==> src/rtl/core/point_polyline_distance_squared_macros.svh <==
// assertion macros for the point to polyline distance block
`ifndef POINT_POLYLINE_DISTANCE_SQUARED_MACROS_SVH
`define POINT_POLYLINE_DISTANCE_SQUARED_MACROS_SVH
`ifndef SYNTHESIS
`define PPDS_ASSERT(label, clk, rst_n, prop) \
  label: assert property (@(posedge clk) disable iff (!rst_n) prop) \
    else $error("ppds assertion failed");
`define PPDS_NEVER(label, clk, rst_n, expr) \
  label: assert property (@(posedge clk) disable iff (!rst_n) !(expr)) \
    else $error("ppds forbidden condition");
`else
`define PPDS_ASSERT(label, clk, rst_n, prop)
`define PPDS_NEVER(label, clk, rst_n, expr)
`endif
`endif

==> src/rtl/core/ppds_pkg.sv <==
// shared constants and types for the point to polyline distance block
package ppds_pkg;
  localparam int unsigned COORD_BITS_DEF = 16;
  localparam int unsigned OUT_W = 34;
  localparam int unsigned ADDR_W = 3;
  localparam logic REG_THREE_D_MODE = 1'b0;

  typedef enum logic [2:0] {
    ST_IDLE,
    ST_MAC,
    ST_CHECK,
    ST_SQR,
    ST_DINIT,
    ST_DIV,
    ST_FOLD,
    ST_EMIT
  } back_state_e;
endpackage

==> src/rtl/core/ppds_front.sv <==
// front end: accepts vertices, tracks polyline state and forms segment differences
module ppds_front #(
  parameter int unsigned COORD_BITS = 16,
  parameter int unsigned JOB_W = 9 * (COORD_BITS + 1) + 2
) (
  input  logic                         clk_i,
  input  logic                         rst_ni,
  input  logic                         three_d_mode_i,
  input  logic                         in_valid_i,
  output logic                         in_ready_o,
  input  logic signed [COORD_BITS-1:0] vertex_x_i,
  input  logic signed [COORD_BITS-1:0] vertex_y_i,
  input  logic signed [COORD_BITS-1:0] vertex_z_i,
  input  logic signed [COORD_BITS-1:0] query_x_i,
  input  logic signed [COORD_BITS-1:0] query_y_i,
  input  logic signed [COORD_BITS-1:0] query_z_i,
  input  logic                         first_vertex_i,
  input  logic                         last_vertex_i,
  output logic                         job_valid_o,
  input  logic                         job_ready_i,
  output logic [JOB_W-1:0]             job_o
);
  localparam int unsigned DW = COORD_BITS + 1;

  logic signed [COORD_BITS-1:0] prev_x_q, prev_y_q, prev_z_q;
  logic signed [COORD_BITS-1:0] pnt_x_q, pnt_y_q, pnt_z_q;
  logic signed [COORD_BITS-1:0] px, py, pz;
  logic signed [DW-1:0] wx, wy, wz, ex, ey, ez, dx, dy, dz;
  logic accept;

  assign in_ready_o  = job_ready_i;
  assign job_valid_o = in_valid_i;
  assign accept      = in_valid_i & job_ready_i;

  always_comb begin
    px = first_vertex_i ? query_x_i : pnt_x_q;
    py = first_vertex_i ? query_y_i : pnt_y_q;
    pz = first_vertex_i ? query_z_i : pnt_z_q;
    ex = DW'(px) - DW'(vertex_x_i);
    ey = DW'(py) - DW'(vertex_y_i);
    ez = three_d_mode_i ? (DW'(pz) - DW'(vertex_z_i)) : '0;
    dx = DW'(vertex_x_i) - DW'(prev_x_q);
    dy = DW'(vertex_y_i) - DW'(prev_y_q);
    dz = three_d_mode_i ? (DW'(vertex_z_i) - DW'(prev_z_q)) : '0;
    // first vertex: distance to the vertex itself
    if (first_vertex_i) begin
      wx = ex;
      wy = ey;
      wz = ez;
    end else begin
      wx = DW'(px) - DW'(prev_x_q);
      wy = DW'(py) - DW'(prev_y_q);
      wz = three_d_mode_i ? (DW'(pz) - DW'(prev_z_q)) : '0;
    end
  end

  assign job_o = {first_vertex_i, last_vertex_i, wx, wy, wz, ex, ey, ez, dx, dy, dz};

  always_ff @(posedge clk_i or negedge rst_ni) begin
    if (!rst_ni) begin
      prev_x_q <= '0;
      prev_y_q <= '0;
      prev_z_q <= '0;
      pnt_x_q  <= '0;
      pnt_y_q  <= '0;
      pnt_z_q  <= '0;
    end else if (accept) begin
      prev_x_q <= vertex_x_i;
      prev_y_q <= vertex_y_i;
      prev_z_q <= vertex_z_i;
      if (first_vertex_i) begin
        pnt_x_q <= query_x_i;
        pnt_y_q <= query_y_i;
        pnt_z_q <= query_z_i;
      end
    end
  end
endmodule

==> src/rtl/core/ppds_fifo.sv <==
// two entry queue between front and back
module ppds_fifo #(
  parameter int unsigned W = 8
) (
  input  logic         clk_i,
  input  logic         rst_ni,
  input  logic         wr_valid_i,
  output logic         wr_ready_o,
  input  logic [W-1:0] wr_data_i,
  output logic         rd_valid_o,
  input  logic         rd_ready_i,
  output logic [W-1:0] rd_data_o
);
  logic [W-1:0] mem_q [2];
  logic         wr_ptr_q, rd_ptr_q;
  logic [1:0]   cnt_q;
  logic         do_wr, do_rd;

  assign wr_ready_o = (cnt_q != 2'd2);
  assign rd_valid_o = (cnt_q != 2'd0);
  assign rd_data_o  = mem_q[rd_ptr_q];
  assign do_wr      = wr_valid_i & wr_ready_o;
  assign do_rd      = rd_valid_o & rd_ready_i;

  always_ff @(posedge clk_i) begin
    if (do_wr) begin
      mem_q[wr_ptr_q] <= wr_data_i;
    end
  end

  always_ff @(posedge clk_i or negedge rst_ni) begin
    if (!rst_ni) begin
      wr_ptr_q <= 1'b0;
      rd_ptr_q <= 1'b0;
      cnt_q    <= 2'd0;
    end else begin
      if (do_wr) wr_ptr_q <= ~wr_ptr_q;
      if (do_rd) rd_ptr_q <= ~rd_ptr_q;
      cnt_q <= cnt_q + 2'(do_wr) - 2'(do_rd);
    end
  end
endmodule

==> src/rtl/core/ppds_back.sv <==
// back end: shared multiplier, serial divider and running minimum
`include "point_polyline_distance_squared_macros.svh"
module ppds_back #(
  parameter int unsigned COORD_BITS = 16,
  parameter int unsigned JOB_W = 9 * (COORD_BITS + 1) + 2
) (
  input  logic                      clk_i,
  input  logic                      rst_ni,
  input  logic                      job_valid_i,
  output logic                      job_ready_o,
  input  logic [JOB_W-1:0]          job_i,
  output logic                      out_valid_o,
  input  logic                      out_ready_i,
  output logic [ppds_pkg::OUT_W-1:0] distance_squared_o
);
  import ppds_pkg::*;

  localparam int unsigned DW = COORD_BITS + 1;
  localparam int unsigned H = COORD_BITS + 1;
  localparam int unsigned MW = COORD_BITS + 2;
  localparam int unsigned PW = 2 * MW;
  localparam int unsigned ACC_W = 2 * COORD_BITS + 3;
  localparam int unsigned SQ_W = 4 * H;
  localparam int unsigned CW = $clog2(2 * H);
  localparam int unsigned SW = (2 * H > OUT_W) ? 2 * H : OUT_W;

  back_state_e state_q, state_d;
  logic [CW-1:0] cnt_q, cnt_d;
  logic signed [DW-1:0] w_q [3];
  logic signed [DW-1:0] e_q [3];
  logic signed [DW-1:0] d_q [3];
  logic signed [DW-1:0] w_n [3];
  logic signed [DW-1:0] e_n [3];
  logic signed [DW-1:0] d_n [3];
  logic first_q, last_q;
  logic signed [ACC_W-1:0] acc_q [4];
  logic [SQ_W-1:0] sq_q, sq_d;
  logic [2*H-1:0] rem_q, rem_d, quo_q, quo_d, res_q, res_d;
  logic [OUT_W-1:0] min_q, min_d, out_q, out_d;
  logic out_valid_q, out_valid_d;
  logic signed [MW-1:0] op_a, op_b;
  logic signed [PW-1:0] prod;
  logic [1:0] grp, comp;
  logic [2*H-1:0] w2, e2, len2, dot_u, dot_lo_ext, dot_hi_ext;
  logic [2*H:0] r2;
  logic [SW-1:0] res_ext;
  logic [OUT_W-1:0] res_sat;
  logic mac_en, load;

  assign grp  = cnt_q[3:2];
  assign comp = cnt_q[1:0];
  assign w2    = acc_q[0][2*H-1:0];
  assign e2    = acc_q[1][2*H-1:0];
  assign len2  = acc_q[2][2*H-1:0];
  assign dot_u = acc_q[3][2*H-1:0];
  assign dot_lo_ext = {{H{1'b0}}, dot_u[H-1:0]};
  assign dot_hi_ext = {{H{1'b0}}, dot_u[2*H-1:H]};

  always_comb begin
    {w_n[0], w_n[1], w_n[2], e_n[0], e_n[1], e_n[2], d_n[0], d_n[1], d_n[2]} =
      job_i[JOB_W-3:0];
  end

  always_comb begin
    op_a = '0;
    op_b = '0;
    if (state_q == ST_SQR) begin
      case (cnt_q[1:0])
        2'd0: begin
          op_a = MW'(dot_lo_ext[H-1:0]);
          op_b = MW'(dot_lo_ext[H-1:0]);
        end
        2'd1: begin
          op_a = MW'(dot_lo_ext[H-1:0]);
          op_b = MW'(dot_hi_ext[H-1:0]);
        end
        default: begin
          op_a = MW'(dot_hi_ext[H-1:0]);
          op_b = MW'(dot_hi_ext[H-1:0]);
        end
      endcase
    end else if (comp != 2'd3) begin
      case (grp)
        2'd0: begin
          op_a = MW'(w_q[comp]);
          op_b = MW'(w_q[comp]);
        end
        2'd1: begin
          op_a = MW'(e_q[comp]);
          op_b = MW'(e_q[comp]);
        end
        2'd2: begin
          op_a = MW'(d_q[comp]);
          op_b = MW'(d_q[comp]);
        end
        default: begin
          op_a = MW'(w_q[comp]);
          op_b = MW'(d_q[comp]);
        end
      endcase
    end
  end

  assign prod = op_a * op_b;

  assign r2 = {rem_q, sq_q[2*H-1]};
  assign res_ext = SW'(res_q);
  assign res_sat = (res_ext > SW'({OUT_W{1'b1}})) ? {OUT_W{1'b1}} : res_ext[OUT_W-1:0];

  always_comb begin
    state_d     = state_q;
    cnt_d       = cnt_q;
    sq_d        = sq_q;
    rem_d       = rem_q;
    quo_d       = quo_q;
    res_d       = res_q;
    min_d       = min_q;
    out_d       = out_q;
    out_valid_d = out_valid_q & ~out_ready_i;
    job_ready_o = 1'b0;
    mac_en      = 1'b0;
    load        = 1'b0;
    unique case (state_q)
      ST_IDLE: begin
        job_ready_o = 1'b1;
        if (job_valid_i) begin
          load    = 1'b1;
          cnt_d   = '0;
          state_d = ST_MAC;
        end
      end
      ST_MAC: begin
        mac_en = 1'b1;
        cnt_d  = cnt_q + CW'(1);
        if (cnt_q == CW'(15)) state_d = ST_CHECK;
      end
      ST_CHECK: begin
        cnt_d = '0;
        if (first_q || len2 == '0 || acc_q[3][ACC_W-1]) begin
          res_d   = w2;
          state_d = ST_FOLD;
        end else if (dot_u > len2) begin
          res_d   = e2;
          state_d = ST_FOLD;
        end else begin
          sq_d    = '0;
          state_d = ST_SQR;
        end
      end
      ST_SQR: begin
        case (cnt_q[1:0])
          2'd0: sq_d = sq_q + SQ_W'(prod[2*H-1:0]);
          2'd1: sq_d = sq_q + (SQ_W'(prod[2*H-1:0]) << (H + 1));
          default: sq_d = sq_q + (SQ_W'(prod[2*H-1:0]) << (2 * H));
        endcase
        cnt_d = cnt_q + CW'(1);
        if (cnt_q == CW'(2)) state_d = ST_DINIT;
      end
      ST_DINIT: begin
        rem_d   = sq_q[SQ_W-1:2*H];
        quo_d   = '0;
        cnt_d   = '0;
        state_d = ST_DIV;
      end
      ST_DIV: begin
        sq_d = {sq_q[SQ_W-1:2*H], sq_q[2*H-2:0], 1'b0};
        if (r2 >= {1'b0, len2}) begin
          rem_d = (2 * H)'(r2 - {1'b0, len2});
          quo_d = {quo_q[2*H-2:0], 1'b1};
        end else begin
          rem_d = r2[2*H-1:0];
          quo_d = {quo_q[2*H-2:0], 1'b0};
        end
        cnt_d = cnt_q + CW'(1);
        if (cnt_q == CW'(2 * H - 1)) begin
          res_d   = w2 - quo_d;
          state_d = ST_FOLD;
        end
      end
      ST_FOLD: begin
        if (first_q || res_sat < min_q) min_d = res_sat;
        state_d = last_q ? ST_EMIT : ST_IDLE;
      end
      ST_EMIT: begin
        if (!out_valid_q || out_ready_i) begin
          out_valid_d = 1'b1;
          out_d       = min_q;
          state_d     = ST_IDLE;
        end
      end
      default: state_d = ST_IDLE;
    endcase
  end

  always_ff @(posedge clk_i or negedge rst_ni) begin
    if (!rst_ni) begin
      state_q     <= ST_IDLE;
      cnt_q       <= '0;
      min_q       <= {OUT_W{1'b1}};
      out_valid_q <= 1'b0;
    end else begin
      state_q     <= state_d;
      cnt_q       <= cnt_d;
      min_q       <= min_d;
      out_valid_q <= out_valid_d;
    end
  end

  always_ff @(posedge clk_i) begin
    sq_q  <= sq_d;
    rem_q <= rem_d;
    quo_q <= quo_d;
    res_q <= res_d;
    out_q <= out_d;
    if (load) begin
      first_q <= job_i[JOB_W-1];
      last_q  <= job_i[JOB_W-2];
      for (int i = 0; i < 3; i++) begin
        w_q[i] <= w_n[i];
        e_q[i] <= e_n[i];
        d_q[i] <= d_n[i];
      end
      for (int i = 0; i < 4; i++) begin
        acc_q[i] <= '0;
      end
    end else if (mac_en) begin
      acc_q[grp] <= acc_q[grp] + ACC_W'(prod);
    end
  end

  assign out_valid_o        = out_valid_q;
  assign distance_squared_o = out_q;

  `PPDS_ASSERT(a_div_rem_below_len, clk_i, rst_ni, (state_q == ST_DIV) |-> (rem_q < len2))
  `PPDS_ASSERT(a_min_not_rising, clk_i, rst_ni,
    (state_q == ST_FOLD && !first_q) |=> (min_q <= $past(min_q)))
  `PPDS_ASSERT(a_emit_free_slot, clk_i, rst_ni,
    (state_q == ST_EMIT && !out_valid_q) |=> out_valid_q)
  `PPDS_NEVER(a_no_take_while_busy, clk_i, rst_ni, job_ready_o && state_q != ST_IDLE)
endmodule

==> src/rtl/core/point_polyline_distance_squared.sv <==
// back end states per vertex: idle, mac, check and fold, with squaring, divider init and divider when projecting
// projection path: 16 mac steps, 3 squaring steps and 2*COORD_BITS+2 divider steps
// throughput: one vertex per back end run; the two entry queue lets the front keep taking
// vertices while the back end works, so the sustained rate is set by the shared multiplier
// and the radix-2 divider; a last vertex also passes through the emit state
// reset: async active low; state zero, running minimum all ones, three_d_mode set
module point_polyline_distance_squared #(
  parameter int unsigned COORD_BITS = ppds_pkg::COORD_BITS_DEF
) (
  input  logic                          clk_i,
  input  logic                          rst_ni,
  input  logic                          in_valid_i,
  output logic                          in_ready_o,
  input  logic signed [COORD_BITS-1:0]  vertex_x_i,
  input  logic signed [COORD_BITS-1:0]  vertex_y_i,
  input  logic signed [COORD_BITS-1:0]  vertex_z_i,
  input  logic signed [COORD_BITS-1:0]  query_x_i,
  input  logic signed [COORD_BITS-1:0]  query_y_i,
  input  logic signed [COORD_BITS-1:0]  query_z_i,
  input  logic                          first_vertex_i,
  input  logic                          last_vertex_i,
  output logic                          out_valid_o,
  input  logic                          out_ready_i,
  output logic [ppds_pkg::OUT_W-1:0]    distance_squared_o,
  input  logic                          psel,
  input  logic                          penable,
  input  logic                          pwrite,
  input  logic [ppds_pkg::ADDR_W-1:0]   paddr,
  input  logic [31:0]                   pwdata,
  output logic [31:0]                   prdata,
  output logic                          pready
);
  import ppds_pkg::*;

  localparam int unsigned JOB_W = 9 * (COORD_BITS + 1) + 2;

  logic mode_q;
  logic fj_valid, fj_ready, bj_valid, bj_ready;
  logic [JOB_W-1:0] fj_data, bj_data;

  assign pready = 1'b1;
  assign prdata = (paddr[2] == REG_THREE_D_MODE) ? {31'b0, mode_q} : '0;

  always_ff @(posedge clk_i or negedge rst_ni) begin
    if (!rst_ni) begin
      mode_q <= 1'b1;
    end else if (psel && penable && pwrite && paddr[2] == REG_THREE_D_MODE) begin
      mode_q <= pwdata[0];
    end
  end

  ppds_front #(.COORD_BITS(COORD_BITS), .JOB_W(JOB_W)) u_front (
    .clk_i, .rst_ni,
    .three_d_mode_i (mode_q),
    .in_valid_i, .in_ready_o,
    .vertex_x_i, .vertex_y_i, .vertex_z_i,
    .query_x_i, .query_y_i, .query_z_i,
    .first_vertex_i, .last_vertex_i,
    .job_valid_o (fj_valid),
    .job_ready_i (fj_ready),
    .job_o       (fj_data)
  );

  ppds_fifo #(.W(JOB_W)) u_fifo (
    .clk_i, .rst_ni,
    .wr_valid_i (fj_valid),
    .wr_ready_o (fj_ready),
    .wr_data_i  (fj_data),
    .rd_valid_o (bj_valid),
    .rd_ready_i (bj_ready),
    .rd_data_o  (bj_data)
  );

  ppds_back #(.COORD_BITS(COORD_BITS), .JOB_W(JOB_W)) u_back (
    .clk_i, .rst_ni,
    .job_valid_i (bj_valid),
    .job_ready_o (bj_ready),
    .job_i       (bj_data),
    .out_valid_o, .out_ready_i,
    .distance_squared_o
  );
endmodule
==> config.mk <==
export PLATFORM = sky130hd
export DESIGN_NAME = point_polyline_distance_squared
export DESIGN_NICKNAME = d
export VERILOG_FILES = /design/src/rtl/core/ppds_pkg.sv /design/src/rtl/core/ppds_front.sv /design/src/rtl/core/ppds_fifo.sv /design/src/rtl/core/ppds_back.sv /design/src/rtl/core/point_polyline_distance_squared.sv
export VERILOG_INCLUDE_DIRS = /design/src /design/src/rtl/core
export SDC_FILE = /design/constraint.sdc
export NUM_CORES = 2
export LEC_CHECK = 0
export ABC_AREA = 1
export BUFFER_PORTS_ARGS = -buffer_cell sky130_fd_sc_hd__clkbuf_2
export CORE_MARGIN = 4
export CORE_UTILIZATION = 65
export CTS_CLUSTER_DIAMETER = 200
export DETAILED_ROUTE_END_ITERATION = 7
export PLACE_DENSITY = 0.94
export REMOVE_ABC_BUFFERS = 1
export SLEW_MARGIN = 0
export SYNTH_ARGS = -nofsm -noshare
export SYNTH_HDL_FRONTEND = slang
export SYNTH_SLANG_ARGS = --single-unit
==> constraint.sdc <==
create_clock -name clk_i -period 19.45 [get_ports clk_i]
set_input_delay 3.89 -clock clk_i [delete_from_list [all_inputs] [get_ports clk_i]]
set_output_delay 3.89 -clock clk_i [all_outputs]
set_load 0.02 [all_outputs]
Word level (Yosys, flattened, before mapping)
Memory sizes are Yosys's and may differ from the RTL's.
Index checks and enable logic that the tools add are counted.
- memories kept: 5
- word-level logic and storage cells: 169
- bits in writable memories: 603
- register bits: 350
- output and inout port bits: 69
- $mul: 1
- reduce and logical (&&, ||, !) cells: 29
- $lt $le $gt $ge: 4
- equality and inequality tests: 23
- bitwise logic cells: 8
- add/sub/neg operators: 18
- muxes and demuxes: 59
- memories (memory ; words ; width ; rd ports ; clocked after Yosys merged registers in ; write ports ; line ; source):
    u_fifo.mem_q ; 2 ; 155 ; 1 ; 0 ; 1 ; ppds_fifo.sv:14 ; logic [W-1:0] mem_q [2];
    u_back.acc_q ; 4 ; 35 ; 5 ; 0 ; 4 ; ppds_back.sv:36 ; logic signed [ACC_W-1:0] acc_q [4];
    u_back.d_q ; 3 ; 17 ; 1 ; 0 ; 3 ; ppds_back.sv:31 ; logic signed [DW-1:0] d_q [3];
    u_back.e_q ; 3 ; 17 ; 1 ; 0 ; 3 ; ppds_back.sv:30 ; logic signed [DW-1:0] e_q [3];
    u_back.w_q ; 3 ; 17 ; 1 ; 0 ; 3 ; ppds_back.sv:29 ; logic signed [DW-1:0] w_q [3];
- operators by type and width (cell ; number):
    $mux 34 ; 6
    $pmux 68 s3 ; 1
    $sub 16x16->17 ; 9
    $mux 17 ; 8
    $mux 68 ; 2
    $pmux 34 s2 ; 2
    $pmux 68 s2 ; 1
    $mux 18 ; 4
    $pmux 18 s2 ; 2
    $add 68x34->68 ; 1
    $add 68x52->68 ; 1
    $add 68x68->68 ; 1
    $sub 34x34->34 ; 2
    $pmux 33 s2 ; 1
    $mux 16 ; 3
    $add 35x35->35 ; 1
    $ge 35x34->1 ; 1
    $mul 18x18->35 ; 1
    $mux 35 ; 1
    $reduce_or 35->1 ; 1
    $gt 34x34->1 ; 1
    $gt 34x34->1 const B ; 1
    $logic_not 34->1 ; 1
    $lt 34x34->1 ; 1
    other kinds (35) ; 89

Depth between registers and ports, before layout
- depth after elaboration: 8
- mapped depth: 52

Cells and area by module
From an unflattened synthesis, not the netlist that was laid out.
- cell total of the unflattened synthesis: 10096
- area, all modules: 78277.6 µm²
- by module, submodules not included (module ; sequential area each (µm²) ; cells each ; instances ; area each (µm²)):
    ppds_back ; 16097.9 ; 7030 ; 1 ; 53411.2
    ppds_front ; 2402.3 ; 2180 ; 1 ; 13066.3
    ppds_fifo ; 9409.0 ; 841 ; 1 ; 11484.8
    point_polyline_distance_squared ; 26.3 ; 45 ; 1 ; 315.3

Worst setup path before layout
Ideal clock, no wire load.
- path kind: input port to flip-flop
- start: input port in_valid_i
- end: memory u_fifo.mem_q[1][0] (netlist bit) (enable)
- arrival: 10730 ps
- stages: 3
- path slack: 8046 ps
- cells stage by stage: nand2_1 > clkbuf_1 > nor2_1
- cells in the longest elaborated chain, start to end: 3
- RTL lines (what ; line ; source):
    start, declared ; point_polyline_distance_squared.sv:12 ; input logic in_valid_i,
    $and 1x1->1 ; ppds_fifo.sv:22 ; assign do_wr = wr_valid_i & wr_ready_o;
    $mux 1 ; ppds_fifo.sv:26 ; if (do_wr) begin
    $mux 1 (not written as such) ; ppds_fifo.sv:27 ; mem_q[wr_ptr_q] <= wr_data_i;
    end, declared ; ppds_fifo.sv:14 ;
No other way between the ends.

Worst setup path in the final report
- start: register u_back.cnt_q[1]
- end: register u_back.sq_q[63], data pin
- cells in the longest elaborated chain, start to end: 8
- elaborated cells between the ends (all ways): 21
- classes of those cells: add/sub (3); mul (1); eq/ne (2); mux (10); reduce/logical (2); memory (3)
- RTL lines (what ; line ; source):
    start, declared ; ppds_back.sv:28 ; logic [CW-1:0] cnt_q, cnt_d;
    start signal, assigned ; ppds_back.sv:203 ; cnt_q <= cnt_d;
    $mem_v2 3x17 (tied with other cells) ; -- ;
    $pmux 18 s2 or $reduce_or 2->1 (tied branches) ; -- ;
    $mux 18 or $mux 17 (tied branches) ; ppds_back.sv:82, ppds_back.sv:68 ;
    $mux 18 ; ppds_back.sv:67 ; if (state_q == ST_SQR) begin
    $mul 18x18->35 ; ppds_back.sv:104 ; assign prod = op_a * op_b;
    $add 68x68->68 (tied with other cells) ; ppds_back.sv:154 ; default: sq_d = sq_q + (SQ_W'(prod[2*H-1:0]) << (2 * H));
    $pmux 68 s2 * ; ppds_back.sv:151 ; case (cnt_q[1:0])
    $pmux 68 s3 * ; ppds_back.sv:123 ; unique case (state_q)
    named net u_back.sq_d[63] ; ppds_back.sv:37 ; logic [SQ_W-1:0] sq_q, sq_d;
    end signal, assigned ; ppds_back.sv:210 ; sq_q <= sq_d;
    end, declared ; ppds_back.sv:37 ;
Mark *: on every way through the listed nets, which the timed path passes. The rest lies on a longest branch.
A chain may end at the register's enable or synchronous reset.

==> summary.md <==
| Metric | Value |
|---|---|
| Outcome | complete, no violations |
| Setup TNS Final | 0 ns |
| CTS Buffer Depth | 3 |
| Routed wire length | 265,000 µm |
| Setup WS pre-CTS | 6.92 ns |
| FMAX | 0.0779 GHz |
| CP max FO | 109 |
| MaxCap Viol Count | 0 |
| Primary FF master, synth | edfxtp_1 |
| Nets | 10,600 |
| Critical Path AT | approximately 13 ns |
| Hold Buf Count CTS | 0 |
| Synth cell types | 90 |
| Worst Clk Skew | 0.0367 ns |
| Critical Path End Type | register |
| Die span in y | 350 µm |
| GP Congestion | roughly 1.0 |
| Gr busiest metal | met2 |
| Total global-route track usage | 0.426 |
| Post-synth EDFFs | 808 |
| Die width | 350 µm |
| Util after Layout | 0.700 |
| Clk_lat worst skew | between 0.7 and 0.8 ns |
| First-pass GRT wire length | approximately 400,000 µm |
| Synthesis-to-layout area growth | 6.93% |
| Layout cell share with drive strength beyond 1 | 0.0591 |
| Vias in the first global route | 68,000 |
| Commonest cells after routing, fill and taps aside | nand2_1 (2,474), inv_1 (1,471), edfxtp_1 (808) |
| Post-DR wirelength/cell | 23.6 µm |
| FP Rows | 125 |
| # clock sinks | 953 |
| Endpoint required time on the critical path | 19.93 ns |
| Number of synthesized register bits | between 900 and 1,000 |
| Setup WS post-layout | 6.61 ns |
| Core area | 0.116 mm² |
| Final count of negative-setup-slack endpoints | 0 |
| Number of antenna violations at the first check in global routing | 9 |
| Post-Syn Instances | 9,551 |
| Via count | 69,400 |
| GR Layer Usage met2 | 0.694 |
| Crit path time final | between 10 and 15 ns |
| Post-CTS setup buffer count | 0 |
| Root Buffer | clkbuf_16 |
| Yosys Warn Count | 0 |
| Crit path largest cell delay | roughly 0.79 ns |
| Die ar. | 0.123 mm² |
| Non-filler cells, final | 11,200 |
| H-tree depth | 3 |
| Slowest CP cell | xor2_1 |
| Fin. max-slew vios | 0 |
| Grt total ovfl | 0 |
| Initial Util | 0.655 |
| Largest net degree at the start of global routing | between 100 and 150 |
| CTS tree | built |
| Sequential share of the synthesized area | 0.367 |
| Fin crit share | 0.660 |
| Worst-path clk slew | approximately 0.070 ns |
| DRC viols | 0 |
| Post-DP HPWL | roughly 200,000 µm |
| Worst Hold Class | register to register |
| PostCTS Resize Cnt | 0 |
| Crit path launch type | register |
| Cells after DPL | 11,000 |
| Slew @ Worst Pin | between 1 and 1.5 ns |
| Final hold vios | 0 |
| Post-Syn Area | approximately 0.076 mm² |
| Post-DRT Antenna Nets | 0 |
| GR Util met1 | 0.513 |
| Most common cell after layout, fill and taps aside | nand2_1 |
| Ys async rst share | 0.152 |
| Vias per cell | 6.20 |
| Critical path class | register to register |
| CTS buffer count | 101 |
| Port buffer count | 143 |
| TritonRoute pass-1 iters | 7 |
| Relative slew slack | 0.0722 |
| Met3 Track Usage GR | 0.0952 |
| Syn Area/Cell | 7.97 µm² |
| IO Count | 209 |
| RSZ-0062 raised after global routing | no |
| Drt initial violations | ~8,700 |
-- state kept, by name (all words and copies together), names as in the netlist, 3 cells and up --
signal,cells
u_back.acc_q,140
u_back.w_q,51
u_front.prev_x_q,16
u_fifo.mem_q,310
u_back.d_q,51
u_front.pnt_y_q,16
u_front.pnt_z_q,16
u_back.distance_squared_o,34
u_back.sq_q,68
u_back.state_q,3
u_back.e_q,51
u_front.pnt_x_q,16
u_back.min_q,34
u_back.res_ext,34
u_back.cnt_q,6
u_back.quo_q,33
u_front.prev_z_q,16
u_front.prev_y_q,16
u_back.rem_q,34
-- layout make-up --
class	count	area, µm²
Antenna cell	6	15.0
Clock buffer	116	2590
Clock inverter	72	785
Fill cell	8643	34800
Inverter	1494	5620
Multi-Input combinational cell	6809	41200
Sequential cell	953	27900
Tap cell	1524	1910
Timing Repair Buffer	224	1330
-- per-stage QoR --
step / hold WS (ns) / cell area (µm²)
after floorplan: 0.448 / 74600
final: 0.474 / 81400
after global routing: 0.491 / 81400
after global placement: 0.458 / 78000
after detailed placement: 0.465 / 78000
after CTS: 0.474 / 81400
-- worst max-delay path, delay by kind of cell (launching register included) --
kind / cells / cell delay, ns
adders and majority gates: 9 / 3.92
and+or+nand+nor: 16 / 3.00
buffers and inverters: 12 / 2.95
AOI/OAI and AO/OA: 4 / 1.08
xor gates and xnor gates: 1 / 0.79
DFF: 1 / 0.72
-- path summary, 6_finish.rpt --
kind,cells after the start,end,start,slack [ns]
max,42,u_back.sq_q[63]$_DFFE_PP_,u_back.cnt_q[1]$_DFFE_PN0P_,6.61
min reg2reg,2,u_back.min_q[24]$_DFFE_PN1P_,u_back.min_q[24]$_DFFE_PN1P_,0.47
max reg2reg,42,u_back.sq_q[63]$_DFFE_PP_,u_back.cnt_q[1]$_DFFE_PN0P_,6.61
min,2,u_back.min_q[24]$_DFFE_PN1P_,u_back.min_q[24]$_DFFE_PN1P_,0.47
min in group asynchronous,1,u_front.pnt_z_q[2]$_DFFE_PN0P_,rst_ni,3.03
max in group asynchronous,2,u_back.cnt_q[0]$_DFFE_PN0P_,rst_ni,15.11
-- cell families (layout without fill, tap and decap cells) --
group,Yosys count,in the layout,synth area share
muxes,10,10,0.00138
other,2,38,0.0000987
AOI/OAI and AO/OA,1764,1764,0.129
adders and majority gates,853,853,0.174
and+or+nand+nor,3983,3983,0.215
xor gates and xnor gates,167,167,0.0192
DFF,953,953,0.367
buffers and inverters,1819,1906,0.0950
-- synthesized netlist by cell type, drive strengths merged, types with 3 or more instances --
cell / instances / area [µm²]
a211oi: 8 / 65.1
a21boi: 30 / 229
a21o: 49 / 368
a21oi: 653 / 3270
a221oi: 4 / 41.3
a31oi: 35 / 219
and2: 12 / 75.1
buf: 139 / 910
clkbuf: 186 / 699
clkinv: 5 / 18.8
dfrtp: 110 / 2750
dfstp: 35 / 920
edfxtp: 808 / 24300
fa: 338 / 6770
ha: 515 / 6440
inv: 1489 / 5600
mux2: 4 / 45.0
mux2i: 6 / 60.1
nand2: 2490 / 9400
nand3: 426 / 2160
nand3b: 26 / 220
nand4: 75 / 475
nor2: 780 / 2970
nor3: 105 / 571
nor3b: 3 / 27.5
nor4: 30 / 194
o2111ai: 7 / 61.3
o211ai: 42 / 325
o21a: 18 / 135
o21ai: 800 / 4090
o21bai: 27 / 206
o221a: 3 / 33.8
o221ai: 12 / 105
o22ai: 29 / 228
o31ai: 29 / 241
o32ai: 4 / 68.8
or2: 31 / 194
xnor2: 73 / 639
xor2: 94 / 823
-- routing by layer --
layer	share of wire	vias up
met2	0.46	4561
met3	0.11	1155
met1	0.35	32400
li1	-	31300
met4	0.080	8
met5	0.00019	-
Power is left out: the tool's default activity adds up to more than one toggle a clock period on the data nets, which glitch-free logic cannot reach.
